$ cat config.mk
export PLATFORM = sky130hd
export DESIGN_NAME = mesh_router_xy_route_unit_flat
export DESIGN_NICKNAME = d
export VERILOG_FILES = /design/src/design/mrxy_pkg.sv /design/src/design/mrxy_pkt_if.sv /design/src/design/mrxy_rsp_if.sv /design/src/design/mrxy_cfg_if.sv /design/src/design/mrxy_ctrl.sv /design/src/design/mrxy_dp.sv /design/src/design/mesh_router_xy_route_unit.sv /design/src/flat_wrapper.sv
export SDC_FILE = /design/constraint.sdc
export NUM_CORES = 2
export LEC_CHECK = 0
export BUFFER_PORTS_ARGS = -buffer_cell sky130_fd_sc_hd__buf_4
export CORE_MARGIN = 2
export CORE_UTILIZATION = 45
export CTS_CLUSTER_DIAMETER = 50
export DETAILED_ROUTE_END_ITERATION = 6
export PLACE_DENSITY = 0.67
export SYNTH_ARGS = -nofsm -noshare
export SYNTH_HDL_FRONTEND = slang
export SYNTH_SLANG_ARGS = --single-unit
$ cat constraint.sdc
create_clock -name clk -period 8.5 [get_ports clk]
set_input_delay 0 -clock clk [delete_from_list [all_inputs] [get_ports clk]]
set_output_delay 0 -clock clk [all_outputs]
set_load 0.01 [all_outputs]
$ cat src/design/mrxy_pkg.sv
`timescale 1ns / 1ps
`default_nettype none
// ---------------------------------------------------------------------------
// mrxy_pkg
// Shared widths, codes and types of the XY mesh route unit.
// ---------------------------------------------------------------------------
package mrxy_pkg;

	localparam int COORD_W    = 3;
	localparam int TIME_W     = 32;
	localparam int HOP_W      = 4;
	localparam int LIMIT_W    = 4;
	localparam int PORT_W     = 2;
	localparam int STAT_W     = 32;
	localparam int CFG_IDX_W  = 2;
	localparam int CFG_DATA_W = 4;

	localparam logic [LIMIT_W-1:0] LIMIT_RESET = 4'd8;

	localparam logic [CFG_IDX_W-1:0] CFG_ROUTER_X     = 2'd0;
	localparam logic [CFG_IDX_W-1:0] CFG_ROUTER_Y     = 2'd1;
	localparam logic [CFG_IDX_W-1:0] CFG_BUFFER_LIMIT = 2'd2;

	localparam logic [PORT_W-1:0] PORT_EAST  = 2'd0;
	localparam logic [PORT_W-1:0] PORT_WEST  = 2'd1;
	localparam logic [PORT_W-1:0] PORT_SOUTH = 2'd2;
	localparam logic [PORT_W-1:0] PORT_NORTH = 2'd3;

	localparam logic OP_ROUTE = 1'b0;
	localparam logic OP_DRAIN = 1'b1;

	typedef enum logic [2:0] {
		ACT_EAST      = 3'd0,
		ACT_WEST      = 3'd1,
		ACT_SOUTH     = 3'd2,
		ACT_NORTH     = 3'd3,
		ACT_DELIVERED = 3'd4,
		ACT_STALLED   = 3'd5,
		ACT_DRAINED   = 3'd6,
		ACT_EMPTY     = 3'd7
	} action_t;

	typedef struct packed {
		logic [COORD_W-1:0] dest_x;
		logic [COORD_W-1:0] dest_y;
		logic [TIME_W-1:0]  birth_time;
		logic [HOP_W-1:0]   hop_count;
	} entry_t;

	typedef struct packed {
		logic capture;
		logic commit;
	} cmd_t;

	function automatic logic [STAT_W-1:0] sat_add(input logic [STAT_W-1:0] a,
		input logic [STAT_W-1:0] b);
		logic [STAT_W:0] s;
		s = {1'b0, a} + {1'b0, b};
		return s[STAT_W] ? {STAT_W{1'b1}} : s[STAT_W-1:0];
	endfunction

endpackage
`default_nettype wire

$ cat src/design/mrxy_pkt_if.sv
`timescale 1ns / 1ps
`default_nettype none
// ---------------------------------------------------------------------------
// mrxy_pkt_if
// Request channel: route or drain word with valid/ready.
// ---------------------------------------------------------------------------
interface mrxy_pkt_if
	import mrxy_pkg::*;
();
	logic                valid;
	logic                ready;
	logic                op;
	logic [PORT_W-1:0]   drain_port;
	logic [COORD_W-1:0]  dest_x;
	logic [COORD_W-1:0]  dest_y;
	logic [TIME_W-1:0]   birth_time;
	logic [HOP_W-1:0]    hop_count;
	logic [TIME_W-1:0]   now_time;

	modport source (output valid, op, drain_port, dest_x, dest_y, birth_time, hop_count,
		now_time, input ready);
	modport sink (input valid, op, drain_port, dest_x, dest_y, birth_time, hop_count,
		now_time, output ready);
endinterface
`default_nettype wire

$ cat src/design/mrxy_rsp_if.sv
`timescale 1ns / 1ps
`default_nettype none
// ---------------------------------------------------------------------------
// mrxy_rsp_if
// Result channel: action, drained packet and statistics with valid/ready.
// ---------------------------------------------------------------------------
interface mrxy_rsp_if
	import mrxy_pkg::*;
();
	logic                valid;
	logic                ready;
	action_t             action;
	logic [COORD_W-1:0]  out_dest_x;
	logic [COORD_W-1:0]  out_dest_y;
	logic [TIME_W-1:0]   out_birth_time;
	logic [HOP_W-1:0]    out_hop_count;
	logic [TIME_W-1:0]   packet_latency;
	logic [STAT_W-1:0]   delivered_count;
	logic [STAT_W-1:0]   latency_total;
	logic [STAT_W-1:0]   latency_peak;
	logic [STAT_W-1:0]   stall_count;
	logic [STAT_W-1:0]   hops_total;

	modport source (output valid, action, out_dest_x, out_dest_y, out_birth_time,
		out_hop_count, packet_latency, delivered_count, latency_total, latency_peak,
		stall_count, hops_total, input ready);
	modport sink (input valid, action, out_dest_x, out_dest_y, out_birth_time,
		out_hop_count, packet_latency, delivered_count, latency_total, latency_peak,
		stall_count, hops_total, output ready);
endinterface
`default_nettype wire

$ cat src/design/mrxy_cfg_if.sv
`timescale 1ns / 1ps
`default_nettype none
// ---------------------------------------------------------------------------
// mrxy_cfg_if
// Configuration write channel: register index and data with valid/ready.
// ---------------------------------------------------------------------------
interface mrxy_cfg_if
	import mrxy_pkg::*;
();
	logic                  valid;
	logic                  ready;
	logic [CFG_IDX_W-1:0]  index;
	logic [CFG_DATA_W-1:0] data;

	modport source (output valid, index, data, input ready);
	modport sink (input valid, index, data, output ready);
endinterface
`default_nettype wire

$ cat src/design/mrxy_ctrl.sv
`timescale 1ns / 1ps
`default_nettype none
// ---------------------------------------------------------------------------
// mrxy_ctrl
// Sequencer: takes a word, lets the datapath commit it once the result
// register is free, and owns the result valid flag.
// ---------------------------------------------------------------------------
module mrxy_ctrl
	import mrxy_pkg::*;
(
	input  wire logic clk,
	input  wire logic arst_n,
	input  wire logic in_valid,
	output logic      in_ready,
	output logic      out_valid,
	input  wire logic out_ready,
	output cmd_t      cmd
);

	typedef enum logic {
		S_IDLE,
		S_EXEC
	} state_t;

	state_t state_q;
	logic   out_valid_q;
	logic   slot_free;

	assign in_ready    = (state_q == S_IDLE);
	assign slot_free   = !out_valid_q || out_ready;
	assign cmd.capture = in_valid && in_ready;
	assign cmd.commit  = (state_q == S_EXEC) && slot_free;
	assign out_valid   = out_valid_q;

	always_ff @(posedge clk or negedge arst_n) begin
		if (!arst_n) begin
			state_q     <= S_IDLE;
			out_valid_q <= 1'b0;
		end else begin
			case (state_q)
				S_IDLE: begin
					if (out_ready) begin
						out_valid_q <= 1'b0;
					end
					if (in_valid) begin
						state_q <= S_EXEC;
					end
				end
				S_EXEC: begin
					if (slot_free) begin
						out_valid_q <= 1'b1;
						state_q     <= S_IDLE;
					end
				end
				default: begin
					state_q     <= S_IDLE;
					out_valid_q <= 1'b0;
				end
			endcase
		end
	end

endmodule
`default_nettype wire

$ cat src/design/mrxy_dp.sv
`timescale 1ns / 1ps
`default_nettype none
// ---------------------------------------------------------------------------
// mrxy_dp
// Datapath: config registers, route decision, four output FIFOs in one
// memory, saturating statistics and the result register.
// ---------------------------------------------------------------------------
module mrxy_dp
	import mrxy_pkg::*;
#(
	parameter int BUFFER_DEPTH = 8
) (
	input  wire logic                  clk,
	input  wire logic                  arst_n,
	input  wire cmd_t                  cmd,
	input  wire logic                  cfg_we,
	input  wire logic [CFG_IDX_W-1:0]  cfg_index,
	input  wire logic [CFG_DATA_W-1:0] cfg_data,
	input  wire logic                  op,
	input  wire logic [PORT_W-1:0]     drain_port,
	input  wire logic [COORD_W-1:0]    dest_x,
	input  wire logic [COORD_W-1:0]    dest_y,
	input  wire logic [TIME_W-1:0]     birth_time,
	input  wire logic [HOP_W-1:0]      hop_count,
	input  wire logic [TIME_W-1:0]     now_time,
	output action_t                    action,
	output logic [COORD_W-1:0]         out_dest_x,
	output logic [COORD_W-1:0]         out_dest_y,
	output logic [TIME_W-1:0]          out_birth_time,
	output logic [HOP_W-1:0]           out_hop_count,
	output logic [TIME_W-1:0]          packet_latency,
	output logic [STAT_W-1:0]          delivered_count,
	output logic [STAT_W-1:0]          latency_total,
	output logic [STAT_W-1:0]          latency_peak,
	output logic [STAT_W-1:0]          stall_count,
	output logic [STAT_W-1:0]          hops_total
);

	localparam int PTR_W   = (BUFFER_DEPTH > 1) ? $clog2(BUFFER_DEPTH) : 1;
	localparam int FILL_W  = $clog2(BUFFER_DEPTH + 1);
	localparam int CMP_W   = (FILL_W > LIMIT_W) ? FILL_W : LIMIT_W;
	localparam int ADDR_W  = PORT_W + PTR_W;
	localparam int ENTRIES = 1 << ADDR_W;
	localparam int NPORTS  = 1 << PORT_W;
	localparam logic [PTR_W-1:0] PTR_LAST  = PTR_W'(BUFFER_DEPTH - 1);
	localparam logic [CMP_W-1:0] DEPTH_CMP = CMP_W'(BUFFER_DEPTH);

	function automatic logic [PTR_W-1:0] ptr_inc(input logic [PTR_W-1:0] p);
		return (p == PTR_LAST) ? '0 : p + PTR_W'(1);
	endfunction

	// configuration
	logic [COORD_W-1:0] router_x_q;
	logic [COORD_W-1:0] router_y_q;
	logic [LIMIT_W-1:0] limit_q;

	// fifo bookkeeping and storage
	logic [FILL_W-1:0] fill_q [NPORTS];
	logic [PTR_W-1:0]  head_q [NPORTS];
	logic [PTR_W-1:0]  tail_q [NPORTS];
	entry_t            mem_q  [ENTRIES];
	entry_t            rd_q;

	// captured word
	logic               op_q;
	logic [PORT_W-1:0]  port_q;
	logic [COORD_W-1:0] dx_q;
	logic [COORD_W-1:0] dy_q;
	logic [TIME_W-1:0]  birth_q;
	logic [HOP_W-1:0]   hops_q;
	logic [TIME_W-1:0]  now_q;

	// statistics
	logic [STAT_W-1:0] delivered_q;
	logic [STAT_W-1:0] lat_sum_q;
	logic [STAT_W-1:0] lat_max_q;
	logic [STAT_W-1:0] stall_q;
	logic [STAT_W-1:0] hops_sum_q;

	// result register
	action_t            act_q;
	logic [COORD_W-1:0] odx_q;
	logic [COORD_W-1:0] ody_q;
	logic [TIME_W-1:0]  obirth_q;
	logic [HOP_W-1:0]   ohops_q;
	logic [TIME_W-1:0]  olat_q;

	logic               is_local;
	logic [PORT_W-1:0]  sel_port;
	logic [PORT_W-1:0]  cur_port;
	logic [FILL_W-1:0]  fill_cur;
	logic [CMP_W-1:0]   limit_ext;
	logic [CMP_W-1:0]   eff_limit;
	logic               room;
	logic               do_pop;
	logic               do_push;
	logic               do_stall;
	logic               do_deliver;
	logic [TIME_W-1:0]  lat;
	entry_t             wr_entry;
	action_t            act_next;

	always_comb begin
		is_local = (dx_q == router_x_q) && (dy_q == router_y_q);
		if (dx_q > router_x_q) begin
			sel_port = PORT_EAST;
		end else if (dx_q < router_x_q) begin
			sel_port = PORT_WEST;
		end else if (dy_q > router_y_q) begin
			sel_port = PORT_SOUTH;
		end else begin
			sel_port = PORT_NORTH;
		end
		cur_port   = (op_q == OP_DRAIN) ? port_q : sel_port;
		fill_cur   = fill_q[cur_port];
		limit_ext  = CMP_W'(limit_q);
		eff_limit  = (limit_ext > DEPTH_CMP) ? DEPTH_CMP : limit_ext;
		room       = CMP_W'(fill_cur) < eff_limit;
		do_pop     = (op_q == OP_DRAIN) && (fill_cur != '0);
		do_deliver = (op_q == OP_ROUTE) && is_local;
		do_push    = (op_q == OP_ROUTE) && !is_local && room;
		do_stall   = (op_q == OP_ROUTE) && !is_local && !room;
		lat        = now_q - birth_q;
		wr_entry   = '{dest_x: dx_q, dest_y: dy_q, birth_time: birth_q, hop_count: hops_q};
		if (op_q == OP_DRAIN) begin
			act_next = do_pop ? ACT_DRAINED : ACT_EMPTY;
		end else if (is_local) begin
			act_next = ACT_DELIVERED;
		end else if (room) begin
			act_next = action_t'({1'b0, sel_port});
		end else begin
			act_next = ACT_STALLED;
		end
	end

	always_ff @(posedge clk or negedge arst_n) begin
		if (!arst_n) begin
			router_x_q  <= '0;
			router_y_q  <= '0;
			limit_q     <= LIMIT_RESET;
			delivered_q <= '0;
			lat_sum_q   <= '0;
			lat_max_q   <= '0;
			stall_q     <= '0;
			hops_sum_q  <= '0;
			for (int p = 0; p < NPORTS; p++) begin
				fill_q[p] <= '0;
				head_q[p] <= '0;
				tail_q[p] <= '0;
			end
		end else begin
			if (cfg_we) begin
				case (cfg_index)
					CFG_ROUTER_X:     router_x_q <= cfg_data[COORD_W-1:0];
					CFG_ROUTER_Y:     router_y_q <= cfg_data[COORD_W-1:0];
					CFG_BUFFER_LIMIT: limit_q    <= cfg_data[LIMIT_W-1:0];
					default: ;
				endcase
			end
			if (cmd.commit) begin
				for (int p = 0; p < NPORTS; p++) begin
					if (cur_port == PORT_W'(p)) begin
						if (do_pop) begin
							head_q[p] <= ptr_inc(head_q[p]);
							fill_q[p] <= fill_q[p] - FILL_W'(1);
						end
						if (do_push) begin
							tail_q[p] <= ptr_inc(tail_q[p]);
							fill_q[p] <= fill_q[p] + FILL_W'(1);
						end
					end
				end
				if (do_deliver) begin
					delivered_q <= sat_add(delivered_q, STAT_W'(1));
					lat_sum_q   <= sat_add(lat_sum_q, lat);
					hops_sum_q  <= sat_add(hops_sum_q, STAT_W'(hops_q));
					if (lat >= lat_max_q) begin
						lat_max_q <= lat;
					end
				end
				if (do_stall) begin
					stall_q <= sat_add(stall_q, STAT_W'(1));
				end
			end
		end
	end

	// fifo memory, registered read at capture
	always_ff @(posedge clk) begin
		if (cmd.capture) begin
			rd_q <= mem_q[{drain_port, head_q[drain_port]}];
		end
		if (cmd.commit && do_push) begin
			mem_q[{cur_port, tail_q[cur_port]}] <= wr_entry;
		end
	end

	always_ff @(posedge clk) begin
		if (cmd.capture) begin
			op_q    <= op;
			port_q  <= drain_port;
			dx_q    <= dest_x;
			dy_q    <= dest_y;
			birth_q <= birth_time;
			hops_q  <= hop_count;
			now_q   <= now_time;
		end
		if (cmd.commit) begin
			act_q    <= act_next;
			odx_q    <= do_pop ? rd_q.dest_x : '0;
			ody_q    <= do_pop ? rd_q.dest_y : '0;
			obirth_q <= do_pop ? rd_q.birth_time : '0;
			ohops_q  <= do_pop ? rd_q.hop_count : '0;
			olat_q   <= do_deliver ? lat : '0;
		end
	end

	assign action          = act_q;
	assign out_dest_x      = odx_q;
	assign out_dest_y      = ody_q;
	assign out_birth_time  = obirth_q;
	assign out_hop_count   = ohops_q;
	assign packet_latency  = olat_q;
	assign delivered_count = delivered_q;
	assign latency_total   = lat_sum_q;
	assign latency_peak    = lat_max_q;
	assign stall_count     = stall_q;
	assign hops_total      = hops_sum_q;

endmodule
`default_nettype wire

$ cat src/design/mesh_router_xy_route_unit.sv
`timescale 1ns / 1ps
`default_nettype none
// ---------------------------------------------------------------------------
// mesh_router_xy_route_unit
// One mesh router node with XY dimension-order routing into four bounded
// output FIFOs, local delivery statistics and FIFO drain.
//
//   channel  dir  handshake      word
//   pkt      in   valid/ready    op, drain_port, dest, birth, hops, now
//   rsp      out  valid/ready    action, drained packet, latency, statistics
//   cfg      in   valid/ready    register index, write data (always ready)
//
// Each word is first captured, which also reads the FIFO memory (registered
// read port), and is then decided and committed into the result register.
// The result register lets the next word be captured while a result waits;
// commit waits until that register is free.
// Reset clears FIFO pointers, fill counts and statistics; the FIFO memory
// itself is not cleared, entries are passed out only after being written.
// ---------------------------------------------------------------------------
module mesh_router_xy_route_unit
	import mrxy_pkg::*;
#(
	parameter int BUFFER_DEPTH = 8
) (
	input  wire logic   clk,
	input  wire logic   arst_n,
	mrxy_pkt_if.sink    pkt,
	mrxy_rsp_if.source  rsp,
	mrxy_cfg_if.sink    cfg
);

	cmd_t cmd;

	assign cfg.ready = 1'b1;

	mrxy_ctrl u_ctrl (
		.clk       (clk),
		.arst_n    (arst_n),
		.in_valid  (pkt.valid),
		.in_ready  (pkt.ready),
		.out_valid (rsp.valid),
		.out_ready (rsp.ready),
		.cmd       (cmd)
	);

	mrxy_dp #(
		.BUFFER_DEPTH (BUFFER_DEPTH)
	) u_dp (
		.clk             (clk),
		.arst_n          (arst_n),
		.cmd             (cmd),
		.cfg_we          (cfg.valid && cfg.ready),
		.cfg_index       (cfg.index),
		.cfg_data        (cfg.data),
		.op              (pkt.op),
		.drain_port      (pkt.drain_port),
		.dest_x          (pkt.dest_x),
		.dest_y          (pkt.dest_y),
		.birth_time      (pkt.birth_time),
		.hop_count       (pkt.hop_count),
		.now_time        (pkt.now_time),
		.action          (rsp.action),
		.out_dest_x      (rsp.out_dest_x),
		.out_dest_y      (rsp.out_dest_y),
		.out_birth_time  (rsp.out_birth_time),
		.out_hop_count   (rsp.out_hop_count),
		.packet_latency  (rsp.packet_latency),
		.delivered_count (rsp.delivered_count),
		.latency_total   (rsp.latency_total),
		.latency_peak    (rsp.latency_peak),
		.stall_count     (rsp.stall_count),
		.hops_total      (rsp.hops_total)
	);

endmodule
`default_nettype wire
$ cat src/flat_wrapper.sv
// flat-port wrapper written by rule: the top's interface ports become plain ports
module mesh_router_xy_route_unit_flat import mrxy_pkg::*;
#(
	parameter int BUFFER_DEPTH = 8
)
  (clk, arst_n, pkt_valid, pkt_op, pkt_drain_port, pkt_dest_x, pkt_dest_y, pkt_birth_time, pkt_hop_count, pkt_now_time, pkt_ready, rsp_valid, rsp_action, rsp_out_dest_x, rsp_out_dest_y, rsp_out_birth_time, rsp_out_hop_count, rsp_packet_latency, rsp_delivered_count, rsp_latency_total, rsp_latency_peak, rsp_stall_count, rsp_hops_total, rsp_ready, cfg_valid, cfg_index, cfg_data, cfg_ready);
  mrxy_pkt_if pkt_i ();
  mrxy_rsp_if rsp_i ();
  mrxy_cfg_if cfg_i ();
  input  wire logic clk;
  input  wire logic arst_n;
  input wire logic [$bits(pkt_i.valid)-1:0] pkt_valid;
  input wire logic [$bits(pkt_i.op)-1:0] pkt_op;
  input wire logic [$bits(pkt_i.drain_port)-1:0] pkt_drain_port;
  input wire logic [$bits(pkt_i.dest_x)-1:0] pkt_dest_x;
  input wire logic [$bits(pkt_i.dest_y)-1:0] pkt_dest_y;
  input wire logic [$bits(pkt_i.birth_time)-1:0] pkt_birth_time;
  input wire logic [$bits(pkt_i.hop_count)-1:0] pkt_hop_count;
  input wire logic [$bits(pkt_i.now_time)-1:0] pkt_now_time;
  output wire logic [$bits(pkt_i.ready)-1:0] pkt_ready;
  output wire logic [$bits(rsp_i.valid)-1:0] rsp_valid;
  output wire logic [$bits(rsp_i.action)-1:0] rsp_action;
  output wire logic [$bits(rsp_i.out_dest_x)-1:0] rsp_out_dest_x;
  output wire logic [$bits(rsp_i.out_dest_y)-1:0] rsp_out_dest_y;
  output wire logic [$bits(rsp_i.out_birth_time)-1:0] rsp_out_birth_time;
  output wire logic [$bits(rsp_i.out_hop_count)-1:0] rsp_out_hop_count;
  output wire logic [$bits(rsp_i.packet_latency)-1:0] rsp_packet_latency;
  output wire logic [$bits(rsp_i.delivered_count)-1:0] rsp_delivered_count;
  output wire logic [$bits(rsp_i.latency_total)-1:0] rsp_latency_total;
  output wire logic [$bits(rsp_i.latency_peak)-1:0] rsp_latency_peak;
  output wire logic [$bits(rsp_i.stall_count)-1:0] rsp_stall_count;
  output wire logic [$bits(rsp_i.hops_total)-1:0] rsp_hops_total;
  input wire logic [$bits(rsp_i.ready)-1:0] rsp_ready;
  input wire logic [$bits(cfg_i.valid)-1:0] cfg_valid;
  input wire logic [$bits(cfg_i.index)-1:0] cfg_index;
  input wire logic [$bits(cfg_i.data)-1:0] cfg_data;
  output wire logic [$bits(cfg_i.ready)-1:0] cfg_ready;
  assign pkt_i.valid = pkt_valid;
  assign pkt_i.op = pkt_op;
  assign pkt_i.drain_port = pkt_drain_port;
  assign pkt_i.dest_x = pkt_dest_x;
  assign pkt_i.dest_y = pkt_dest_y;
  assign pkt_i.birth_time = pkt_birth_time;
  assign pkt_i.hop_count = pkt_hop_count;
  assign pkt_i.now_time = pkt_now_time;
  assign pkt_ready = pkt_i.ready;
  assign rsp_valid = rsp_i.valid;
  assign rsp_action = rsp_i.action;
  assign rsp_out_dest_x = rsp_i.out_dest_x;
  assign rsp_out_dest_y = rsp_i.out_dest_y;
  assign rsp_out_birth_time = rsp_i.out_birth_time;
  assign rsp_out_hop_count = rsp_i.out_hop_count;
  assign rsp_packet_latency = rsp_i.packet_latency;
  assign rsp_delivered_count = rsp_i.delivered_count;
  assign rsp_latency_total = rsp_i.latency_total;
  assign rsp_latency_peak = rsp_i.latency_peak;
  assign rsp_stall_count = rsp_i.stall_count;
  assign rsp_hops_total = rsp_i.hops_total;
  assign rsp_i.ready = rsp_ready;
  assign cfg_i.valid = cfg_valid;
  assign cfg_i.index = cfg_index;
  assign cfg_i.data = cfg_data;
  assign cfg_ready = cfg_i.ready;
  mesh_router_xy_route_unit #(.BUFFER_DEPTH(BUFFER_DEPTH)) u_core (.clk(clk), .arst_n(arst_n), .pkt(pkt_i), .rsp(rsp_i), .cfg(cfg_i));
endmodule
Word-level counts from Yosys, hierarchy flattened

Memory sizes are Yosys's and may differ from the RTL's. A register that Yosys moved wholly into a read port is not among the register bits.
Cells that the tools add are included.

Register bits: 366
Memory bits (writable): 1344
Bits of input ports: 88
Output and inout bits: 240
Word-level logic and storage cells: 168
Memories kept: 1

Memory list:

| memory            | depth | bits a word | read ports | clocked after memory_dff | write ports | line          | source |
|---|---|---|---|---|---|---|---|
| u_core.u_dp.mem_q | 32    | 42          | 1          | 1                        | 1           | mrxy_dp.sv:61 | `entry_t mem_q [ENTRIES];` |

Add/subtract/negate cells: 21
Order comparisons: 8
Eq/ne operators: 17
Muxes and demuxes: 46
Bitwise operators: 4
Reductions and logical operators: 36

Operators by type and width:

| operator              | number |
|---|---|
| $mux 32               | 4 |
| $add 32x1->33 const B | 2 |
| $mux 3                | 15 |
| $mux 4                | 11 |
| $reduce_and 3->1      | 13 |
| $add 32x32->33        | 1 |
| $add 32x4->33         | 1 |
| $ge 32x32->1          | 1 |
| $sub 32x32->32        | 1 |
| $add 3x1->3 const B   | 8 |
| $eq 3x3->1 const B    | 8 |
| $add 4x1->4 const B   | 4 |
| $sub 4x1->4 const B   | 4 |
| $bmux 3 s2            | 2 |
| $reduce_and 2->1      | 6 |
| $logic_and 1x1->1     | 9 |
| $bmux 4 s2            | 1 |
| $mux 1                | 8 |
| $eq 2x2->1 const B    | 3 |
| $eq 3x3->1            | 2 |
| $ge 3x3->1 const B    | 2 |
| $gt 3x3->1            | 2 |
| $mux 2                | 3 |
| $not 2->3             | 2 |
| 13 further kinds      | 19 |

Depth between registers and ports, before layout

Word-level depth: 14
Mapped depth: 27
Depth with buffers taken out: 26

By module

From an unflattened synthesis, not the netlist that was laid out.

Cells, all modules: 3812
Area total of the unflattened synthesis: 71796.4 um^2

Modules (own cells, without submodules):

| module                    | times used | cells each | area an instance (um^2) | sequential area each (um^2) |
|---|---|---|---|---|
| mrxy_dp                   | 1          | 3802       | 71691.3                 | 51500.6 |
| mrxy_ctrl                 | 1          | 8          | 93.8                    | 50.0 |
| mesh_router_xy_route_unit | 1          | 2          | 11.3                    | 0.0 |

Least setup slack after synthesis

Ideal clock, no wire load.

Kind: reg-to-reg
Start: register u_core.u_dp.dx_q[0]
End: memory u_core.u_dp.mem_q[19][0] in the netlist's numbering (enable)
Setup time: 493 ps
Arrival: 6274 ps
Required time: 8007 ps
Path slack: 1733 ps
Cell stages (with the launch flop): 18
Path buffers: 2
Clock period less this slack: 6767 ps
Cells stage by stage: edfxtp_1 inv_1 ha_1 nand3_1 a21oi_1 buf_4 mux2_2 o21ai_0 o21ai_0 ha_1 o41ai_1 o21bai_1 a21oi_2 o21ai_2 nor2b_4 buf_4 nand3_1 nor3_1

Cells in the longest elaborated chain, start to end: 13
Elaborated cells between the ends (all ways): 21
Classes of those cells: order compare: 3; eq/ne: 1; mux: 11; bitwise: 1; reduce/logical: 5

RTL lines:

| element                                   | line                           | source |
|---|---|---|
| start, declared                           | mrxy_dp.sv:67                  | `logic [COORD_W-1:0] dx_q;` |
| start signal, assigned                    | mrxy_dp.sv:202                 | `dx_q <= dest_x;` |
| $lt 3x3->1                                | mrxy_dp.sv:107                 | `end else if (dx_q < router_x_q) begin` |
| $mux 2                                    | mrxy_dp.sv:107                 |  |
| $mux 2                                    | mrxy_dp.sv:105                 | `if (dx_q > router_x_q) begin` |
| $mux 2                                    | mrxy_dp.sv:114                 | `cur_port = (op_q == OP_DRAIN) ? port_q : sel_port;` |
| $not 2->3 (not written as such)           | mrxy_dp.sv:115, mrxy_dp.sv:194 |  |
| $bmux 4 s2                                | mrxy_dp.sv:115                 | `fill_cur = fill_q[cur_port];` |
| $mux 4 (not written as such) (2 in a row) | mrxy_dp.sv:115                 |  |
| $lt 4x4->1                                | mrxy_dp.sv:118                 | `room = CMP_W'(fill_cur) < eff_limit;` |
| $logic_and 1x1->1                         | mrxy_dp.sv:121                 | `do_push = (op_q == OP_ROUTE) && !is_local && room;` |
| $logic_and 1x1->1                         | mrxy_dp.sv:193                 | `if (cmd.commit && do_push) begin` |
| $mux 1                                    | mrxy_dp.sv:193                 |  |
| $mux 1 (not written as such)              | mrxy_dp.sv:194                 | `mem_q[{cur_port, tail_q[cur_port]}] <= wr_entry;` |
| end, declared                             | mrxy_dp.sv:61                  |  |

Several ways; a longest one is shown, not always the timed one. The select of a mux whose other input is x is not followed.

Worst setup path after layout

Start: register u_core.u_dp.birth_q[2]
End: register u_core.u_dp.lat_sum_q[9] (netlist: u_core.u_dp.latency_total[9])

Cells in the longest elaborated chain, start to end: 3

RTL lines:

| element                 | line           | source |
|---|---|---|
| start, declared         | mrxy_dp.sv:69  | `logic [TIME_W-1:0] birth_q;` |
| start signal, assigned  | mrxy_dp.sv:204 | `birth_q <= birth_time;` |
| $sub 32x32->32          | mrxy_dp.sv:123 | `lat = now_q - birth_q;` |
| via u_core.u_dp.lat[12] | mrxy_dp.sv:99  | `logic [TIME_W-1:0] lat;` |
| $add 32x32->33          | mrxy_pkg.sv:58 | `s = {1'b0, a} + {1'b0, b};` |
| $mux 32                 | mrxy_pkg.sv:59 | `return s[STAT_W] ? {STAT_W{1'b1}} : s[STAT_W-1:0];` |
| end signal, assigned    | mrxy_dp.sv:175 | `lat_sum_q <= sat_add(lat_sum_q, lat);` |
| end, declared           | mrxy_dp.sv:75  | `logic [STAT_W-1:0] lat_sum_q;` |

The timed path passes the listed nets, and every way through them passes these cells.
A chain may end at the register's enable or synchronous reset.

==> flow_summary.ini <==
[cts]
cts_resized = 0
cts_hold_buf = 177
numCtsBuffers = 179
post_cts_buffers = 0
clk_path_buf_depth = 3
clk_latency_ps = 830
clkSinkCount = 1752
cts_tree = yes
cts_max_level = 4
clk_pin_slew_ps = 60
clockRootBuffer = clkbuf_16

[grt]
grt_pass1_vias = 38291
grt_usage_pct = 22.1
antenna_found_initial = 5
grt_pass1_wl_mm = 262
overflow = 0
grt_max_degree = 132

[floorplanning]
coreArea_sq_um = 158000
initial_utilization_pct = 45.2
die_y_um = 403
die-area_sq_um = 162000
die_width_um = 403
rows = 146
io_pins = 328

[worst_setup_path]
critPathRequiredTime_ps = 9150
cp-end-kind = flop
worstPathMaxFanout = 33
startpoint_type = flop
arrival_ps = 7760
crit_type = reg2reg

[final_layout]
fill_cells = 12278
areaGrowthSynthToFinish_pct = 18.5
fin_cells = 6668
layout-drive-gt1-share_pct = 27.1
nets = 4671

[yosys]
yosysWarnings = 0
ys.flop_type = edfxtp_1
yosysUniqueCellTypes = 79
synth_area_sq_um = 71500
async_flop_share_pct = 12.1
synthCells = 3812
synth_area_leader_cell = edfxtp_1
avgSynthCellArea_sq_um = 18.8
synth_common_cells = 1,540 x edfxtp_1, 427 x mux4_2, 211 x dfrtp_1
yosys.cell_count.top_type = edfxtp_1
ys_seq_area_share_pct = 72.1
synth_nets = 4041
ys_ff_latch = 1752
synth_area_leaders = edfxtp_1 65%, mux4_2 13%, dfrtp_1 7.4%, ha_1 2.3%, mux2_2 1.5%
synth-edff-count = 1540
netlist.area_leader.share_pct = 64.6

[routing]
drc = 0
m1WireLength_mm = 75.0
wire_per_inst_um = 26.9
route.met2.wl_mm = 87.7
drt-total-wl_mm = 179
ant_nets = 0
vias = 38438
routed.top_layer = met5
via_per_inst = 5.76
drt_iter0_markers = 4146
met3_length_mm = 12.0
dr.pass1.iters = 6

[power_and_ir_drop]
ir_worst_vdd_v = 0.000249
p_leak_nw = 29.8
p_per_area_nw_per_um2 = 306
power_mw = 25.9

[timing]
finalHoldViolCount = 0
setup_ws_ps = 1390
grt_setup_unrepaired = false
timing.fmax_mhz = 141
worst_pin_slew_ps = 1220
slew_viol_final = 0
setup_viol = 0
fin_crit_ps = 7110
skew_ps = 31.2
finalSetupTns_ps = 0
relSlewSlack_pct = 18.7
post-route-period-util_pct = 83.7

[placed_design]
io_buffer_count = 326
dp_hpwl_mm = 102
place_congestion = 0.902
pre_cts_ws_ps = 1450
dp.cells = 6156

[outcome]
status = completed

[min_path]
hold_path_class = in2reg

[flow_run]
cap_violations = 0
==> cell families (layout without fill, tap and decap cells) <==
logic type	Yosys count	count (layout)	synth area share [%]
fa+ha+maj	141	141	2.54
flops	1752	1752	72.1
buf+inv	269	1048	1.48
mux	533	533	15.1
xor+xnor	142	142	1.74
simple gates	651	651	4.32
other cells	1	6	0.00524
compound gates	323	323	2.78
==> layout make-up <==
cell class              count  area, sq um  share of cell area, %
repair buffers            589         5140                   6.07
clock inverters           116         1080                   1.27
flip-flops and latches   1752        51600                   60.8
multi-input cells        1791        19200                   22.7
clock buffers             214         4690                   5.54
diodes                      5         12.5                 0.0148
well taps                2072         2590                   3.06
inverters                 129          487                  0.574
==> worst max-delay path, stage by stage (launching register included) <==
cell and delay, ps:
edfxtp_1 1040, inv_1 110, ha_1 370, nor2b_1 150
o21ai_1 180, o21ai_1 190, o31ai_1 500, nor2_1 90
o21a_1 180, or2_2 290, a21o_1 180, a21oi_1 170
xor2_1 220, inv_1 100, ha_1 370, nand4_1 170
nor2_1 70, o311a_1 350, a211oi_1 310, o21ai_0 210
nand3_1 150, a31oi_1 210, nand4_1 190, a31oi_1 130
nor3_4 860, a21oi_1 160
==> final timing paths <==
path,from,endpoint,slack [ps],cells after the start
setup / recovery,u_core.u_dp.birth_q[2],u_core.u_dp.latency_total[9],1390,25
hold / removal,cfg_index[1],u_core.u_dp.router_x_q[0],200,4
setup reg to reg,u_core.u_dp.birth_q[2],u_core.u_dp.latency_total[9],1390,25
hold reg to reg,u_core.u_dp.fill_q[7],u_core.u_dp.fill_q[7],500,1
max in group asynchronous,arst_n,u_core.u_dp.latency_peak[18],6780,5
min in group asynchronous,arst_n,u_core.u_dp.limit_ext[3],270,3
==> cell usage in the layout (no fill, tap or decap), drive strengths merged, types with 32 or more instances in the layout <==
| cell | n |
|---|---|
| edfxtp | 1540 |
| mux4 | 427 |
| buf | 413 |
| clkbuf | 214 |
| dfrtp | 211 |
| nand2 | 199 |
| dlygate4sd3 | 176 |
| nor2 | 161 |
| inv | 141 |
| ha | 134 |
| a21oi | 105 |
| mux2 | 95 |
| o21ai | 92 |
| xor2 | 83 |
| clkinv | 80 |
| nand3 | 72 |
| xnor2 | 59 |
| and2 | 53 |
| a21o | 36 |
| nand4 | 32 |
| nor3 | 32 |
==> where the power goes <==
part	internal (mW)	leakage, nW	switching (mW)
clock network	4.34	2.80	3.35
logic	3.51	10.2	3.82
registers	10.3	16.8	0.552
==> layer usage <==
layer / vias up / GRT usage, %
li1: 16467 / -
met1: 20165 / 31.1
met2: 1523 / 36.0
met3: 275 / 3.43
met4: 8 / 6.30
met5: - / 0
==> state kept, by name, summed over array words and instances, names as in the netlist, 4 cells and up <==
| register | flops |
|---|---|
| u_core.u_dp.stall_count | 32 |
| u_core.u_dp.out_birth_time | 32 |
| u_core.u_dp.delivered_count | 32 |
| u_core.u_dp.limit_ext | 4 |
| u_core.u_dp.latency_peak | 32 |
| u_core.u_dp.rd_q | 42 |
| u_core.u_dp.now_q | 32 |
| u_core.u_dp.packet_latency | 32 |
| u_core.u_dp.hops_q | 4 |
| u_core.u_dp.hops_total | 32 |
| u_core.u_dp.tail_q | 12 |
| u_core.u_dp.birth_q | 32 |
| u_core.u_dp.out_hop_count | 4 |
| u_core.u_dp.fill_q | 16 |
| u_core.u_dp.mem_q | 1344 |
| u_core.u_dp.latency_total | 32 |
| u_core.u_dp.head_q | 12 |
==> through the flow <==
stage          utilization, %  hold slack [ps]  instance area, sq um
2_1_floorplan               -             -296                 71500
3_3_place_gp             48.8              131                 77200
3_5_place_dp             48.8              126                 77200
4_1_cts                  53.6              138                 84700
5_1_grt                  53.6              208                 84700
6_report                 53.6              199                 84800
Power figures use the tool's default switching activity.
